===== src/rtl/h264dp_pkg.sv =====
// Shared types and constants for the RTP H.264 depacketizer.
`timescale 1ns / 1ps
package h264dp_pkg;

  // Nonzero NAL unit types below this limit are single NAL unit packets
  localparam logic [4:0] TYPE_AGG_LIMIT = 5'd24;
  localparam logic [4:0] TYPE_FU_A      = 5'd28;

  // Final byte of the 00 00 00 01 start code
  localparam logic [7:0] START_CODE_LAST = 8'h01;
  localparam logic [7:0] START_CODE_ZERO = 8'h00;

  // Start code bytes sent before a command's own byte
  localparam logic [2:0] SC_STEPS = 3'd4;

  // Command queue between front and back
  localparam int QDEPTH = 4;
  localparam int QPTR_W = $clog2(QDEPTH);

  // Saturation point of the byte position
  localparam logic [1:0] POS_SAT = 2'd2;

  typedef enum logic [1:0] {
    KIND_DROP      = 2'd0,
    KIND_SINGLE    = 2'd1,
    KIND_FU        = 2'd2,
    KIND_FU_MARKED = 2'd3
  } kind_t;

  // One queued command: optional start code, then one result
  typedef struct packed {
    logic       sc;    // send start code first
    logic       has;   // result carries a byte
    logic [7:0] data;  // byte to send (zero for a marker-only result)
    logic       eou;   // result ends the access unit
  } cmd_t;

endpackage


===== src/rtl/h264dp_front.sv =====
// Front end: classifies payload bytes and builds output commands.
`timescale 1ns / 1ps
module h264dp_front (
  input  logic               clk,
  input  logic               rst_n,
  input  logic               in_valid,
  output logic               in_ready,
  input  logic [7:0]         in_data_byte,
  input  logic               in_first_byte,
  input  logic               in_last_byte,
  input  logic               in_marker,
  input  logic               q_full,
  output logic               q_push,
  output h264dp_pkg::cmd_t   q_cmd
);
  import h264dp_pkg::*;

  kind_t      kind_r, kind_nxt;
  logic [1:0] pos_r, pos_nxt;
  logic [2:0] fhb_r, fhb_nxt;
  logic [1:0] pos_cur;
  logic [4:0] nal_type;
  logic       accept;
  logic       produce;

  assign nal_type = in_data_byte[4:0];
  assign pos_cur  = in_first_byte ? 2'd0 : pos_r;
  assign in_ready = !q_full;
  assign accept   = in_valid && in_ready;

  // Next state
  always_comb begin
    kind_nxt = kind_r;
    fhb_nxt  = fhb_r;
    if (in_first_byte) begin
      if (nal_type != 5'd0 && nal_type < TYPE_AGG_LIMIT) begin
        kind_nxt = KIND_SINGLE;
      end else if (nal_type == TYPE_FU_A) begin
        if (in_marker) begin
          kind_nxt = KIND_FU_MARKED;
        end else begin
          kind_nxt = KIND_FU;
          fhb_nxt  = in_data_byte[7:5];
        end
      end else begin
        kind_nxt = KIND_DROP;
      end
    end
    pos_nxt = (pos_cur < POS_SAT) ? pos_cur + 2'd1 : POS_SAT;
    if (in_last_byte) begin
      kind_nxt = KIND_DROP;
      pos_nxt  = 2'd0;
    end
  end

  // Command for this byte
  always_comb begin
    q_cmd = '0;
    if (in_first_byte) begin
      if (nal_type != 5'd0 && nal_type < TYPE_AGG_LIMIT) begin
        q_cmd.sc   = 1'b1;
        q_cmd.has  = 1'b1;
        q_cmd.data = in_data_byte;
      end
    end else begin
      unique case (kind_r)
        KIND_SINGLE: begin
          q_cmd.has  = 1'b1;
          q_cmd.data = in_data_byte;
        end
        KIND_FU: begin
          if (pos_cur == 2'd1) begin
            // FU header: start bit rebuilds the NAL header, else strip
            if (in_data_byte[7]) begin
              q_cmd.sc   = 1'b1;
              q_cmd.has  = 1'b1;
              q_cmd.data = {fhb_r, in_data_byte[4:0]};
            end
          end else begin
            q_cmd.has  = 1'b1;
            q_cmd.data = in_data_byte;
          end
        end
        KIND_FU_MARKED: begin
          if (pos_cur >= POS_SAT) begin
            q_cmd.has  = 1'b1;
            q_cmd.data = in_data_byte;
          end
        end
        KIND_DROP: begin
        end
        default: begin
        end
      endcase
    end
    q_cmd.eou = in_last_byte && in_marker;
  end

  assign produce = q_cmd.has || q_cmd.eou;
  assign q_push  = accept && produce;

  always_ff @(posedge clk) begin
    if (!rst_n) begin
      kind_r <= KIND_DROP;
      pos_r  <= 2'd0;
      fhb_r  <= 3'd0;
    end else if (accept) begin
      kind_r <= kind_nxt;
      pos_r  <= pos_nxt;
      fhb_r  <= fhb_nxt;
    end
  end

endmodule


===== src/rtl/h264dp_queue.sv =====
// Short command queue between the front and back ends.
`timescale 1ns / 1ps
module h264dp_queue (
  input  logic             clk,
  input  logic             rst_n,
  input  logic             push,
  input  h264dp_pkg::cmd_t push_cmd,
  output logic             full,
  input  logic             pop,
  output logic             head_valid,
  output h264dp_pkg::cmd_t head_cmd
);
  import h264dp_pkg::*;

  cmd_t              mem_r [QDEPTH];
  logic [QPTR_W-1:0] wr_ptr_r, wr_ptr_nxt;
  logic [QPTR_W-1:0] rd_ptr_r, rd_ptr_nxt;
  logic [QPTR_W:0]   cnt_r, cnt_nxt;
  logic              do_push, do_pop;

  assign full       = (cnt_r == (QPTR_W+1)'(QDEPTH));
  assign head_valid = (cnt_r != '0);
  assign head_cmd   = mem_r[rd_ptr_r];
  assign do_push    = push && !full;
  assign do_pop     = pop && head_valid;

  always_comb begin
    wr_ptr_nxt = do_push ? wr_ptr_r + QPTR_W'(1) : wr_ptr_r;
    rd_ptr_nxt = do_pop  ? rd_ptr_r + QPTR_W'(1) : rd_ptr_r;
    cnt_nxt    = cnt_r + (QPTR_W+1)'(do_push) - (QPTR_W+1)'(do_pop);
  end

  always_ff @(posedge clk) begin
    if (do_push) begin
      mem_r[wr_ptr_r] <= push_cmd;
    end
  end

  always_ff @(posedge clk) begin
    if (!rst_n) begin
      wr_ptr_r <= '0;
      rd_ptr_r <= '0;
      cnt_r    <= '0;
    end else begin
      wr_ptr_r <= wr_ptr_nxt;
      rd_ptr_r <= rd_ptr_nxt;
      cnt_r    <= cnt_nxt;
    end
  end

  a_cnt_bound: assert property (@(posedge clk) disable iff (!rst_n)
    cnt_r <= (QPTR_W+1)'(QDEPTH))
    else $error("queue count above depth");

  a_ptr_gap: assert property (@(posedge clk) disable iff (!rst_n)
    (wr_ptr_r - rd_ptr_r) == cnt_r[QPTR_W-1:0])
    else $error("queue pointers disagree with count");

  a_pop_nonempty: assert property (@(posedge clk) disable iff (!rst_n)
    pop |-> head_valid)
    else $error("pop from an empty queue");

endmodule


===== src/rtl/h264dp_back.sv =====
// Back end: expands commands into stream bytes behind an output register.
`timescale 1ns / 1ps
module h264dp_back (
  input  logic             clk,
  input  logic             rst_n,
  input  logic             head_valid,
  input  h264dp_pkg::cmd_t head_cmd,
  output logic             pop,
  output logic             out_valid,
  input  logic             out_ready,
  output logic [7:0]       out_byte,
  output logic             out_has_byte,
  output logic             out_end_of_unit
);
  import h264dp_pkg::*;

  logic [2:0] step_r, step_nxt;
  logic       ovalid_r, ovalid_nxt;
  logic [7:0] obyte_r, obyte_nxt;
  logic       ohas_r, ohas_nxt;
  logic       oeou_r, oeou_nxt;
  logic       load;
  logic       in_sc;

  assign load  = head_valid && (!ovalid_r || out_ready);
  assign in_sc = head_cmd.sc && (step_r != SC_STEPS);

  always_comb begin
    step_nxt   = step_r;
    ovalid_nxt = ovalid_r && !out_ready;
    obyte_nxt  = obyte_r;
    ohas_nxt   = ohas_r;
    oeou_nxt   = oeou_r;
    pop        = 1'b0;
    if (load) begin
      ovalid_nxt = 1'b1;
      if (in_sc) begin
        // Walk the start code, then send the command's byte
        obyte_nxt = (step_r == SC_STEPS - 3'd1) ? START_CODE_LAST : START_CODE_ZERO;
        ohas_nxt  = 1'b1;
        oeou_nxt  = 1'b0;
        step_nxt  = step_r + 3'd1;
      end else begin
        obyte_nxt = head_cmd.data;
        ohas_nxt  = head_cmd.has;
        oeou_nxt  = head_cmd.eou;
        step_nxt  = 3'd0;
        pop       = 1'b1;
      end
    end
  end

  always_ff @(posedge clk) begin
    if (!rst_n) begin
      step_r   <= 3'd0;
      ovalid_r <= 1'b0;
    end else begin
      step_r   <= step_nxt;
      ovalid_r <= ovalid_nxt;
    end
  end

  always_ff @(posedge clk) begin
    obyte_r <= obyte_nxt;
    ohas_r  <= ohas_nxt;
    oeou_r  <= oeou_nxt;
  end

  assign out_valid       = ovalid_r;
  assign out_byte        = obyte_r;
  assign out_has_byte    = ohas_r;
  assign out_end_of_unit = oeou_r;

  a_step_bound: assert property (@(posedge clk) disable iff (!rst_n)
    step_r <= SC_STEPS)
    else $error("start code step out of range");

  a_step_head: assert property (@(posedge clk) disable iff (!rst_n)
    (step_r != 3'd0) |-> (head_valid && head_cmd.sc))
    else $error("start code in flight without its command");

  a_marker_only: assert property (@(posedge clk) disable iff (!rst_n)
    (ovalid_r && !ohas_r) |-> (oeou_r && obyte_r == 8'h00))
    else $error("empty result that does not end an access unit");

endmodule


===== src/rtl/h264_rtp_payload_depacketizer.sv =====
// Top level of the RTP H.264 payload depacketizer.
//
// Takes RTP payload bytes on the in_ channel, one per transfer, with flags
// for the first and last byte of a packet and the packet's RTP marker.
// Emits an Annex B byte stream on the out_ channel: single NAL unit packets
// and FU-A fragments are rebuilt with 00 00 00 01 start codes, other packet
// types are dropped. out_end_of_unit marks the last result of a marker
// packet; out_has_byte low flags a marker-only result with no data.
// The results of a byte pass through the command queue and the output
// register before they are offered. Plain payload bytes go in at one input
// byte per cycle while the queue has room; a byte that opens a NAL unit
// yields five results, so the output port, one result per cycle while the
// receiver is ready, sets the rate over those bursts. A four-entry command
// queue parts the classifier from the output sequencer, so input keeps
// flowing during start codes. in_ready drops only when that queue is full.
// When the receiver stalls, the output register holds its result and the
// queue fills; then input stalls. Reset (synchronous, active low) empties
// the queue, clears the output register and forgets any packet in progress.
`timescale 1ns / 1ps
module h264_rtp_payload_depacketizer (
  input  logic       clk,
  input  logic       rst_n,
  input  logic       in_valid,
  output logic       in_ready,
  input  logic [7:0] in_data_byte,
  input  logic       in_first_byte,
  input  logic       in_last_byte,
  input  logic       in_marker,
  output logic       out_valid,
  input  logic       out_ready,
  output logic [7:0] out_byte,
  output logic       out_has_byte,
  output logic       out_end_of_unit
);
  import h264dp_pkg::*;

  cmd_t push_cmd;
  cmd_t head_cmd;
  logic push;
  logic full;
  logic pop;
  logic head_valid;

  h264dp_front u_front (
    .clk           (clk),
    .rst_n         (rst_n),
    .in_valid      (in_valid),
    .in_ready      (in_ready),
    .in_data_byte  (in_data_byte),
    .in_first_byte (in_first_byte),
    .in_last_byte  (in_last_byte),
    .in_marker     (in_marker),
    .q_full        (full),
    .q_push        (push),
    .q_cmd         (push_cmd)
  );

  h264dp_queue u_queue (
    .clk        (clk),
    .rst_n      (rst_n),
    .push       (push),
    .push_cmd   (push_cmd),
    .full       (full),
    .pop        (pop),
    .head_valid (head_valid),
    .head_cmd   (head_cmd)
  );

  h264dp_back u_back (
    .clk             (clk),
    .rst_n           (rst_n),
    .head_valid      (head_valid),
    .head_cmd        (head_cmd),
    .pop             (pop),
    .out_valid       (out_valid),
    .out_ready       (out_ready),
    .out_byte        (out_byte),
    .out_has_byte    (out_has_byte),
    .out_end_of_unit (out_end_of_unit)
  );

endmodule


===== config.mk =====
export PLATFORM = sky130hd
export DESIGN_NAME = h264_rtp_payload_depacketizer
export DESIGN_NICKNAME = d
export VERILOG_FILES = /design/src/rtl/h264dp_pkg.sv /design/src/rtl/h264dp_front.sv /design/src/rtl/h264dp_queue.sv /design/src/rtl/h264dp_back.sv /design/src/rtl/h264_rtp_payload_depacketizer.sv
export SDC_FILE = /design/constraint.sdc
export NUM_CORES = 1
export LEC_CHECK = 0
export CELL_PAD_IN_SITES_DETAIL_PLACEMENT = 1
export CELL_PAD_IN_SITES_GLOBAL_PLACEMENT = 1
export CORE_MARGIN = 2
export CORE_UTILIZATION = 52
export CTS_BUF_LIST = sky130_fd_sc_hd__clkbuf_8 sky130_fd_sc_hd__clkbuf_16
export CTS_CLUSTER_DIAMETER = 80
export DETAILED_ROUTE_END_ITERATION = 6
export DONT_BUFFER_PORTS = 1
export PLACE_DENSITY_LB_ADDON = 0.15
export RECOVER_POWER = 25
export SLEW_MARGIN = 20
export SYNTH_ARGS = -nofsm -noshare
export SYNTH_HDL_FRONTEND = slang
export SYNTH_SLANG_ARGS = --single-unit

===== constraint.sdc =====
create_clock -name clk -period 3.1 [get_ports clk]
set_input_delay 0.62 -clock clk [delete_from_list [all_inputs] [get_ports clk]]
set_output_delay 0.62 -clock clk [all_outputs]
set_load 0.02 [all_outputs]

; Word level (Yosys, flattened, before mapping)
; Memories as Yosys holds them, arrays and structs flattened. A register that Yosys moved wholly into a read port is not among the register bits.
; Cells that the tools add are included.
[word_totals]
word_cells = 76
reg_bits = 28
mem_count = 1
ram_bits = 44
in_bits = 15
[op_classes]
n_bitwise = 2
n_reduce_logical = 19
eq_ne = 8
n_lt_le_gt_ge = 3
muxes = 26
n_addsub = 6
[memory_table]
columns = name, words, word_bits, rd, rd_ports_with_merged_regs, write_ports, line_no
row1 = u_queue.mem_r, 4, 11, 1, 1, 1, h264dp_queue.sv:15  ; cmd_t mem_r [QDEPTH];
[ops]
columns = cell, count
row1 = 2-to-1 mux 10 bit, 3
row2 = one-hot mux 9 bit (3 select lines), 1
row3 = 2-to-1 mux 2 bit, 9
row4 = 2-to-1 mux 9 bit, 2
row5 = logical AND 1 bit, 9
row6 = 2-to-1 mux 1 bit, 9
row7 = 2-to-1 mux 8 bit, 1
row8 = adder 2 x 1 -> 2 bit (second input constant), 3
row9 = equality test 5 bit (second input constant), 1
row10 = < comparator 5 bit (second input constant), 1
row11 = AND reduction 5 bit, 1
row12 = nonzero test 5 bit, 1
row13 = equality test 2 x 1 -> 1 bit (second input constant), 2
row14 = equality test 2 bit (second input constant), 2
row15 = adder 3 x 1 -> 3 bit, 1
row16 = adder 3 x 1 -> 3 bit (second input constant), 1
row17 = equality test 3 x 2 -> 1 bit (second input constant), 1
row18 = equality test 3 bit (second input constant), 1
row19 = zero test 1 bit, 3
row20 = 2-to-1 mux 3 bit, 1
row21 = != test 3 bit (second input constant), 1
row22 = nonzero test 3 bit, 1
row23 = subtractor 3 x 1 -> 3 bit, 1
row24 = >= comparator 2 bit (second input constant), 1
row25 = 5 further kinds, 7

; Longest topological paths before layout
; Gate-level depths: netlist of the first run.
[logic_depth]
depth_word = 10
depth_mapped = 11
ltp_nobuf = 11

; Modules after synthesis
; From an unflattened synthesis of the first run, not the netlist that was laid out.
[hier_totals]
cells_unflattened = 222
area_unflattened_um2 = 3225.6
[modules_own_cells]
columns = module, seq_area_each_um2, n_inst, cells_per_inst, area_each_um2
row1 = h264dp_queue, 1501.4, 1, 105, 2068.2
row2 = h264dp_back, 380.4, 1, 47, 619.3
row3 = h264dp_front, 140.1, 1, 70, 538.0

; Worst setup path after synthesis of the first run
; Ideal clock, no wire load.
[synth_path]
path_type = in2reg
from = in in_data_byte[1]
to = reg u_queue.cnt_r[2]
stages = 10
path_slack_ns = 0.257
required_time_ns = 2.985
path_buffers = 1
arrival_ns = 2.728
path_cell_list = or4_4 o211ai_4 o21ai_2 o21a_1 buf_6 ha_1 fa_1 xnor2_1 xnor2_1 and2_1
[synth_lines]
columns = element, line_no
row1 = "start, declared", h264_rtp_payload_depacketizer.sv:25  ; input logic [7:0] in_data_byte,
row2 = "end signal, assigned", h264dp_queue.sv:47  ; cnt_r <= cnt_nxt;
row3 = "end, declared", h264dp_queue.sv:18  ; logic [QPTR_W:0] cnt_r, cnt_nxt;

==> results of run 1 <==
-- power breakdown --
part / total, µW / switching (µW) / internal [µW]
Clock: 879 / 346 / 532
Sequential: 1430 / 168 / 1260
Combinational: 592 / 324 / 268
-- path summary, 6_finish.rpt --
kind                            cells past startpoint  slack, ns               from                   to
worst max-delay path                                9       0.41    in_data_byte[1]     u_queue.cnt_r[2]
worst min-delay path                                1       0.40              rst_n  u_queue.rd_ptr_r[0]
worst max register to register                      9       0.51  u_front.kind_r[1]     u_queue.cnt_r[2]
worst min register to register                      2       0.50   u_back.step_r[1]     u_back.step_r[1]
-- state kept, by name (all words and copies together) (netlist names), named ones only --
name	cells
u_queue.mem_r	44
u_back.out_byte	8
u_back.step_r	3
u_front.fhb_r	3
u_queue.cnt_r	3
u_front.kind_r	2
u_front.pos_r	2
u_queue.rd_ptr_r	2
u_queue.wr_ptr_r	2
u_back.out_end_of_unit	1
u_back.out_has_byte	1
u_back.out_valid	1
-- routing by layer --
| layer | routed length [µm] | part of all wire [%] | track usage, % |
|---|---|---|---|
| met2 | 3370 | 54 | 37.3 |
| met4 | 174 | 2.8 | 11.0 |
| met5 | 0 | 0 | 0 |
| met3 | 246 | 4.0 | 5.87 |
| met1 | 2420 | 39 | 21.7 |
-- layout by cell type, fill, tap and decap left out, types with 9 or more instances in the layout --
master / synthesis / routed
nor2b_1: 17 / 17
edfxtp_1: 54 / 54
nand2_1: 13 / 13
dfxtp_1: 20 / 20
and2_1: 18 / 16
ha_1: 9 / 9
inv_1: 12 / 12
clkbuf_8: 0 / 9
mux4_2: 11 / 11
-- cell type report --
type / count / area share [%]
tap: 75 / 2.69
timing repair buffer: 3 / 0.538
clock inverter: 7 / 3.37
clock buffer: 9 / 3.55
multi-input combinational: 126 / 30.6
inverter: 12 / 1.29
sequential: 74 / 58.0
-- worst max-delay path, delay by kind of cell --
| kind | cells | cell delay [ns] |
|---|---|---|
| and+or+nand+nor | 2 | 0.74 |
| xor gates and xnor gates | 2 | 0.28 |
| adders and majority gates | 2 | 0.62 |
| AOI/OAI and AO/OA | 3 | 0.67 |
-- kinds of logic after synthesis --
| group | count (synthesis) | share of synthesized area, % |
|---|---|---|
| AO/OA/AOI/OAI | 26 | 6.06 |
| XOR/XNOR | 4 | 1.10 |
| adder cells (fa/ha/maj) | 10 | 4.17 |
| buffers and inverters | 19 | 2.56 |
| flip-flops | 74 | 63.6 |
| multiplexers | 18 | 10.0 |
| AND/OR/NAND/NOR | 68 | 12.5 |
-- metrics by stage --
step                      cell area [µm²]  cells  worst slack (ns)  hold slack (ns)  utilization [%]
final                                3490    306             0.414            0.398             58.9
after global routing                 3490    306             0.294            0.380             58.9
after CTS                            3500    306             0.478            0.381             59.1
after detailed placement             3260    290            0.0998            0.506             55.1
after global placement               3260    290             0.180            0.467             55.1
after floorplan                      3180    219             0.257            0.458                -
==> results.md, run 1 <==
- 1st-pass router iterations: 4
- CTS clk-pin slew, worst paths: 0.07 ns
- Post-synth EDFFs: 54
- Synth cell count leaders: 54 x edfxtp_1, 20 x dfxtp_1, 18 x and2_1
- Total Wirelength: 6.22 mm
- Most frequent cell after synthesis: edfxtp_1
- Hold/Removal Path Class: in2reg
- Syn_nets: 244
- Register area: 0.00202 mm²
- Total track usage: 20.7%
- Leak: 0.00119 µW
- Largest net degree at the start of global routing: 22
- Die X: 82.2 µm
- Initial Util: 53.7%
- Min Tclk post-route: 2.69 ns
- Cell variety after synth: 40
- Status: complete, no violations
- Worst Path Required: 3.34 ns
- Register area share after synthesis: 63.6%
- Post-Syn Area: 0.00318 mm²
- Layout area overhead: 9.68%
- Final setup skew: 0.00671 ns
- Dpl hpwl: 4.65 mm
- DRC viols: 0
- Synth warnings: 0
- Footprint of the multi-input gates: 0.00107 mm²
- Setup Buffers After CTS: 0
- Worst IR Drop VDD: 0.000421 V
- Slew @ Worst Pin: 0.886 ns
- Placer Congestion: 0.814
- Clock tree buffer depth: 2
- CTS sink count: 74
- Vias after detailed routing: 1723
- Fill cells: 574
- Cell taking the most area after synthesis: edfxtp_1
- Detailed-route vias per instance: 5.63
- Post-Syn Area per Cell: 14.5 µm²
- I/O pin count: 27
- # H-tree levels: 3
- Clk_lat worst skew: 0.34 ns
- Routed length per instance: 20.3 µm
- Count of buffers from port buffering: 0
- First-pass GRT wire length: 9.65 mm
- Max Slew Vio Count: 0
- Routed Antenna Nets: 0
- Arr. time, crit path: 2.92 ns
- CTS tree: done
- F_max: 372 MHz
- Final count of hold timing violations: 0
- Total global routing overflow: 0
- Layout cells sized above 1: 15.2%
- CP most frequent cell: xnor2_1
- Startpoint Class: input pin
- Crit Path Max Fanout: 9
- Synth Instances: 219
- Post-route setup TNS: 0 ns
- Crit-path max cell delay: 0.58 ns
- Initial antenna violation count: 0
- Worst path cell trace: or4_1 -> o211ai_4 -> o21ai_2 -> o21a_1 -> ha_1 -> fa_1 -> xnor2_1 -> xnor2_1 -> and2_1
- Cell row count: 28
- Final nets: 251
- Power Density: 831 mW/mm²
- Slew headroom: 41.0%
- CORE AREA: 0.00592 mm²
- Maxcap violations: 0
- RSZ-0062 raised after global routing: no
- Setup violations, final: 0
- ANT cells: 0
- Area share of the largest cell type after synthesis: 51.0%
- Fraction of registers with async set/reset: 0%
- Post-CTS Hold Buffers: 0
- Tcrit/Tclk final: 86.6%
- Setup CP Type: in2reg
- Yosys reg bits: 74
- Ys flop type: edfxtp_1
- Overall Power: 2900 µW
- Crit end category: flip-flop
- Starting DRT DRC Count: 80
- Synth area leaders: edfxtp_1 51%, dfxtp_1 13%, mux4_2 7.8%
- DIE HEIGHT: 82.2 µm
- Die ar.: 0.00676 mm²
- Number of global-route vias before repair: 1923
- Root Driver: clkbuf_8
- Slowest-stage cell, CP: or4_1
- Resize count post-CTS: 0
- CTS buffer count: 9
No activity file was read; power rests on OpenSTA's default activity.
==> run 2, diff against run 1 <==
--- a/config.mk
+++ b/config.mk
@@ -8,13 +8,14 @@
 export CELL_PAD_IN_SITES_DETAIL_PLACEMENT = 1
 export CELL_PAD_IN_SITES_GLOBAL_PLACEMENT = 1
 export CORE_MARGIN = 2
-export CORE_UTILIZATION = 52
+export CORE_UTILIZATION = 47
 export CTS_BUF_LIST = sky130_fd_sc_hd__clkbuf_8 sky130_fd_sc_hd__clkbuf_16
 export CTS_CLUSTER_DIAMETER = 80
 export DETAILED_ROUTE_END_ITERATION = 6
 export DONT_BUFFER_PORTS = 1
 export PLACE_DENSITY_LB_ADDON = 0.15
 export RECOVER_POWER = 25
+export SKIP_CTS_REPAIR_TIMING = 1
 export SLEW_MARGIN = 20
 export SYNTH_ARGS = -nofsm -noshare
 export SYNTH_HDL_FRONTEND = slang
==> constraint.sdc (replaced) <==
create_clock -name clk -period 2.24 [get_ports clk]
set_input_delay 0.448 -clock clk [delete_from_list [all_inputs] [get_ports clk]]
set_output_delay 0.448 -clock clk [all_outputs]
set_load 0.02 [all_outputs]
==> run 2 against run 1 <==
The run now ends with setup timing left; largest cell class unchanged; clock power is 25% higher; non-clock buffer count is 14 higher; wire length is 4.6% higher; flip-flop and latch count stayed put; final cell count is 5.2% higher; via count is 3.6% higher; core utilization is 1.8 points lower; global-route usage is 1.5 points lower.
==> results.md, run 2 (synthesized netlist as in run 1, its figures left out) <==
- Register area: 0.00202 mm²
- Clock power share: 26.5%
- Largest net degree at the start of global routing: 22
- Layout area overhead: 15.9%
- ANT cells: 0
- Fill cells: 624
- Final setup skew: 0.00663 ns
- Vias after detailed routing: 1785
- Worst Path Required: 2.53 ns
- Die ar.: 0.00744 mm²
- CTS tree: done
- Largest Register: u_queue.mem_r
- Slew @ Worst Pin: 0.489 ns
- Power Density: 1120 mW/mm²
- Arr. time, crit path: 2.67 ns
- Cell row count: 29
- # H-tree levels: 3
- Commonest non-fill, non-tap cells in the layout: 54 x edfxtp_1, 18 x dfxtp_1, 17 x nor2b_1
- Tcrit/Tclk final: 107%
- Status: finished, violations left
- R2r worst-path depth: 10
- Layout cells sized above 1: 25.3%
- Hold/Removal Path Class: in2reg
- CTS sink count: 74
- Initial Util: 49.2%
- Count of buffers from port buffering: 0
- Clock tree buffer depth: 2
- 1st-pass router iterations: 4
- Sw power: 1250 µW
- Final core utilization: 57.1%
- CTS clk-pin slew, worst paths: 0.08 ns
- Int Power: 2890 µW
- Fin cells: 322
- Root Driver: clkbuf_8
- Leak: 0.00129 µW
- Max reg flops: 44
- Clk_lat worst skew: 0.34 ns
- Starting DRT DRC Count: 91
- Max Slew Vio Count: 0
- Worst path cell trace: mux4_2 -> a21boi_4 -> nor2_4 -> ha_4 -> inv_2 -> ha_4 -> fa_2 -> xnor2_2 -> xnor2_1 -> and2_1
- I/O pin count: 27
- Total global routing overflow: 0
- Setup ws final: -0.146 ns
- First-pass GRT wire length: 10.5 mm
- CORE AREA: 0.00646 mm²
- Footprint of the multi-input gates: 0.00115 mm²
- Number of global-route vias before repair: 1951
- Setup CP Type: reg2reg
- Routed Antenna Nets: 0
- CTS buffer count: 9
- Setup violations, final: 1
- Sw frac: 30.1%
- F_max: 419 MHz
- DRC viols: 0
- Initial antenna violation count: 0
- Routed length per instance: 20.2 µm
- DIE HEIGHT: 86.2 µm
- Slew headroom: 67.3%
- Crit Path Max Fanout: 2
- Startpoint Class: flip-flop
- Crit end category: flip-flop
- Crit-path max cell delay: 0.46 ns
- Most common cell after layout, fill and taps aside: edfxtp_1
- Failing checks: setup timing
- Maxcap violations: 0
- Comb pwr share: 26.1%
- Slowest-stage cell, CP: mux4_2
- Total Wirelength: 6.50 mm
- Min Tclk post-route: 2.39 ns
- Inst Count DP: 305
- Final nets: 265
- Final count of hold timing violations: 0
- WHS Path Cells: 2
- Placer Congestion: 0.864
- Total track usage: 19.2%
- Dpl hpwl: 4.59 mm
- Worst IR Drop VDD: 0.000524 V
- Die X: 86.2 µm
- Detailed-route vias per instance: 5.54
- Flop pwr share: 47.4%
- RSZ-0062 raised after global routing: yes
- CP most frequent cell: ha_4
-- run 2: cell types whose count changed in the layout (fill, tap and decap cells not counted), sizes merged --
cell / before / now
buf: 2 / 17
bufinv: 3 / 2
clkbuf: 10 / 9
clkinv: 1 / 3
clkinvlp: 3 / 1
inv: 12 / 13
-- run 2: final timing paths --
path | slack, ns | startpoint | end
worst min register to register | 0.51 | u_back.step_r[1] | u_back.step_r[1]
worst max-delay path | -0.15 | u_queue.mem_r[0][10] | u_queue.cnt_r[2]
worst max register to register | -0.15 | u_queue.mem_r[0][10] | u_queue.cnt_r[2]
worst min-delay path | 0.21 | rst_n | u_front.pos_r[1]
-- run 2: layer usage --
metal  part of all wire, %  track usage (%)  wire, µm
met5                     0                0         0
met4                   1.6             8.52       102
met3                   2.7             3.71       175
met2                    53             34.0      3480
met1                    42             22.7      2750
-- run 2: power groups by stage --
stage	registers [µW]	logic, µW	clock network [µW]
2_1_floorplan	1970	664	0
3_3_place_gp	1970	914	0
3_5_place_dp	1990	991	0
4_1_cts	1960	1010	1120
5_1_grt	1990	1180	1170
6_report	1960	1080	1100
-- run 2: per-stage QoR --
stage | total power [µW] | hold WS [ns] | setup TNS, ns | cell area [µm²] | worst slack (ns)
6_report | 4140 | 0.215 | -0.146 | 3690 | -0.146
5_1_grt | 4340 | 0.211 | -0.206 | 3690 | -0.206
4_1_cts | 4090 | 0.196 | -0.481 | 3630 | -0.312
3_5_place_dp | 2980 | 0.502 | -3.67 | 3420 | -0.378
3_3_place_gp | 2880 | 0.465 | -2.79 | 3420 | -0.285
2_1_floorplan | 2630 | 0.458 | -0.567 | 3200 | -0.369
-- run 2: worst max-delay path: cells and delay by family, from the launching register on --
kind / cells / cell delay [ns]
flops: 1 / 0.39
mux: 1 / 0.46
buf+inv: 1 / 0.04
simple gates: 2 / 0.28
fa+ha+maj: 3 / 0.67
xor+xnor: 2 / 0.34
compound gates: 1 / 0.16
-- run 2: final cells by class --
class / instances / share of cell area (%)
Sequential cell: 74 / 54.9
Multi-Input combinational cell: 126 / 31.1
Inverter: 12 / 1.22
Clock buffer: 9 / 3.36
Clock inverter: 7 / 2.31
Tap cell: 77 / 2.61
Timing Repair Buffer: 17 / 4.48
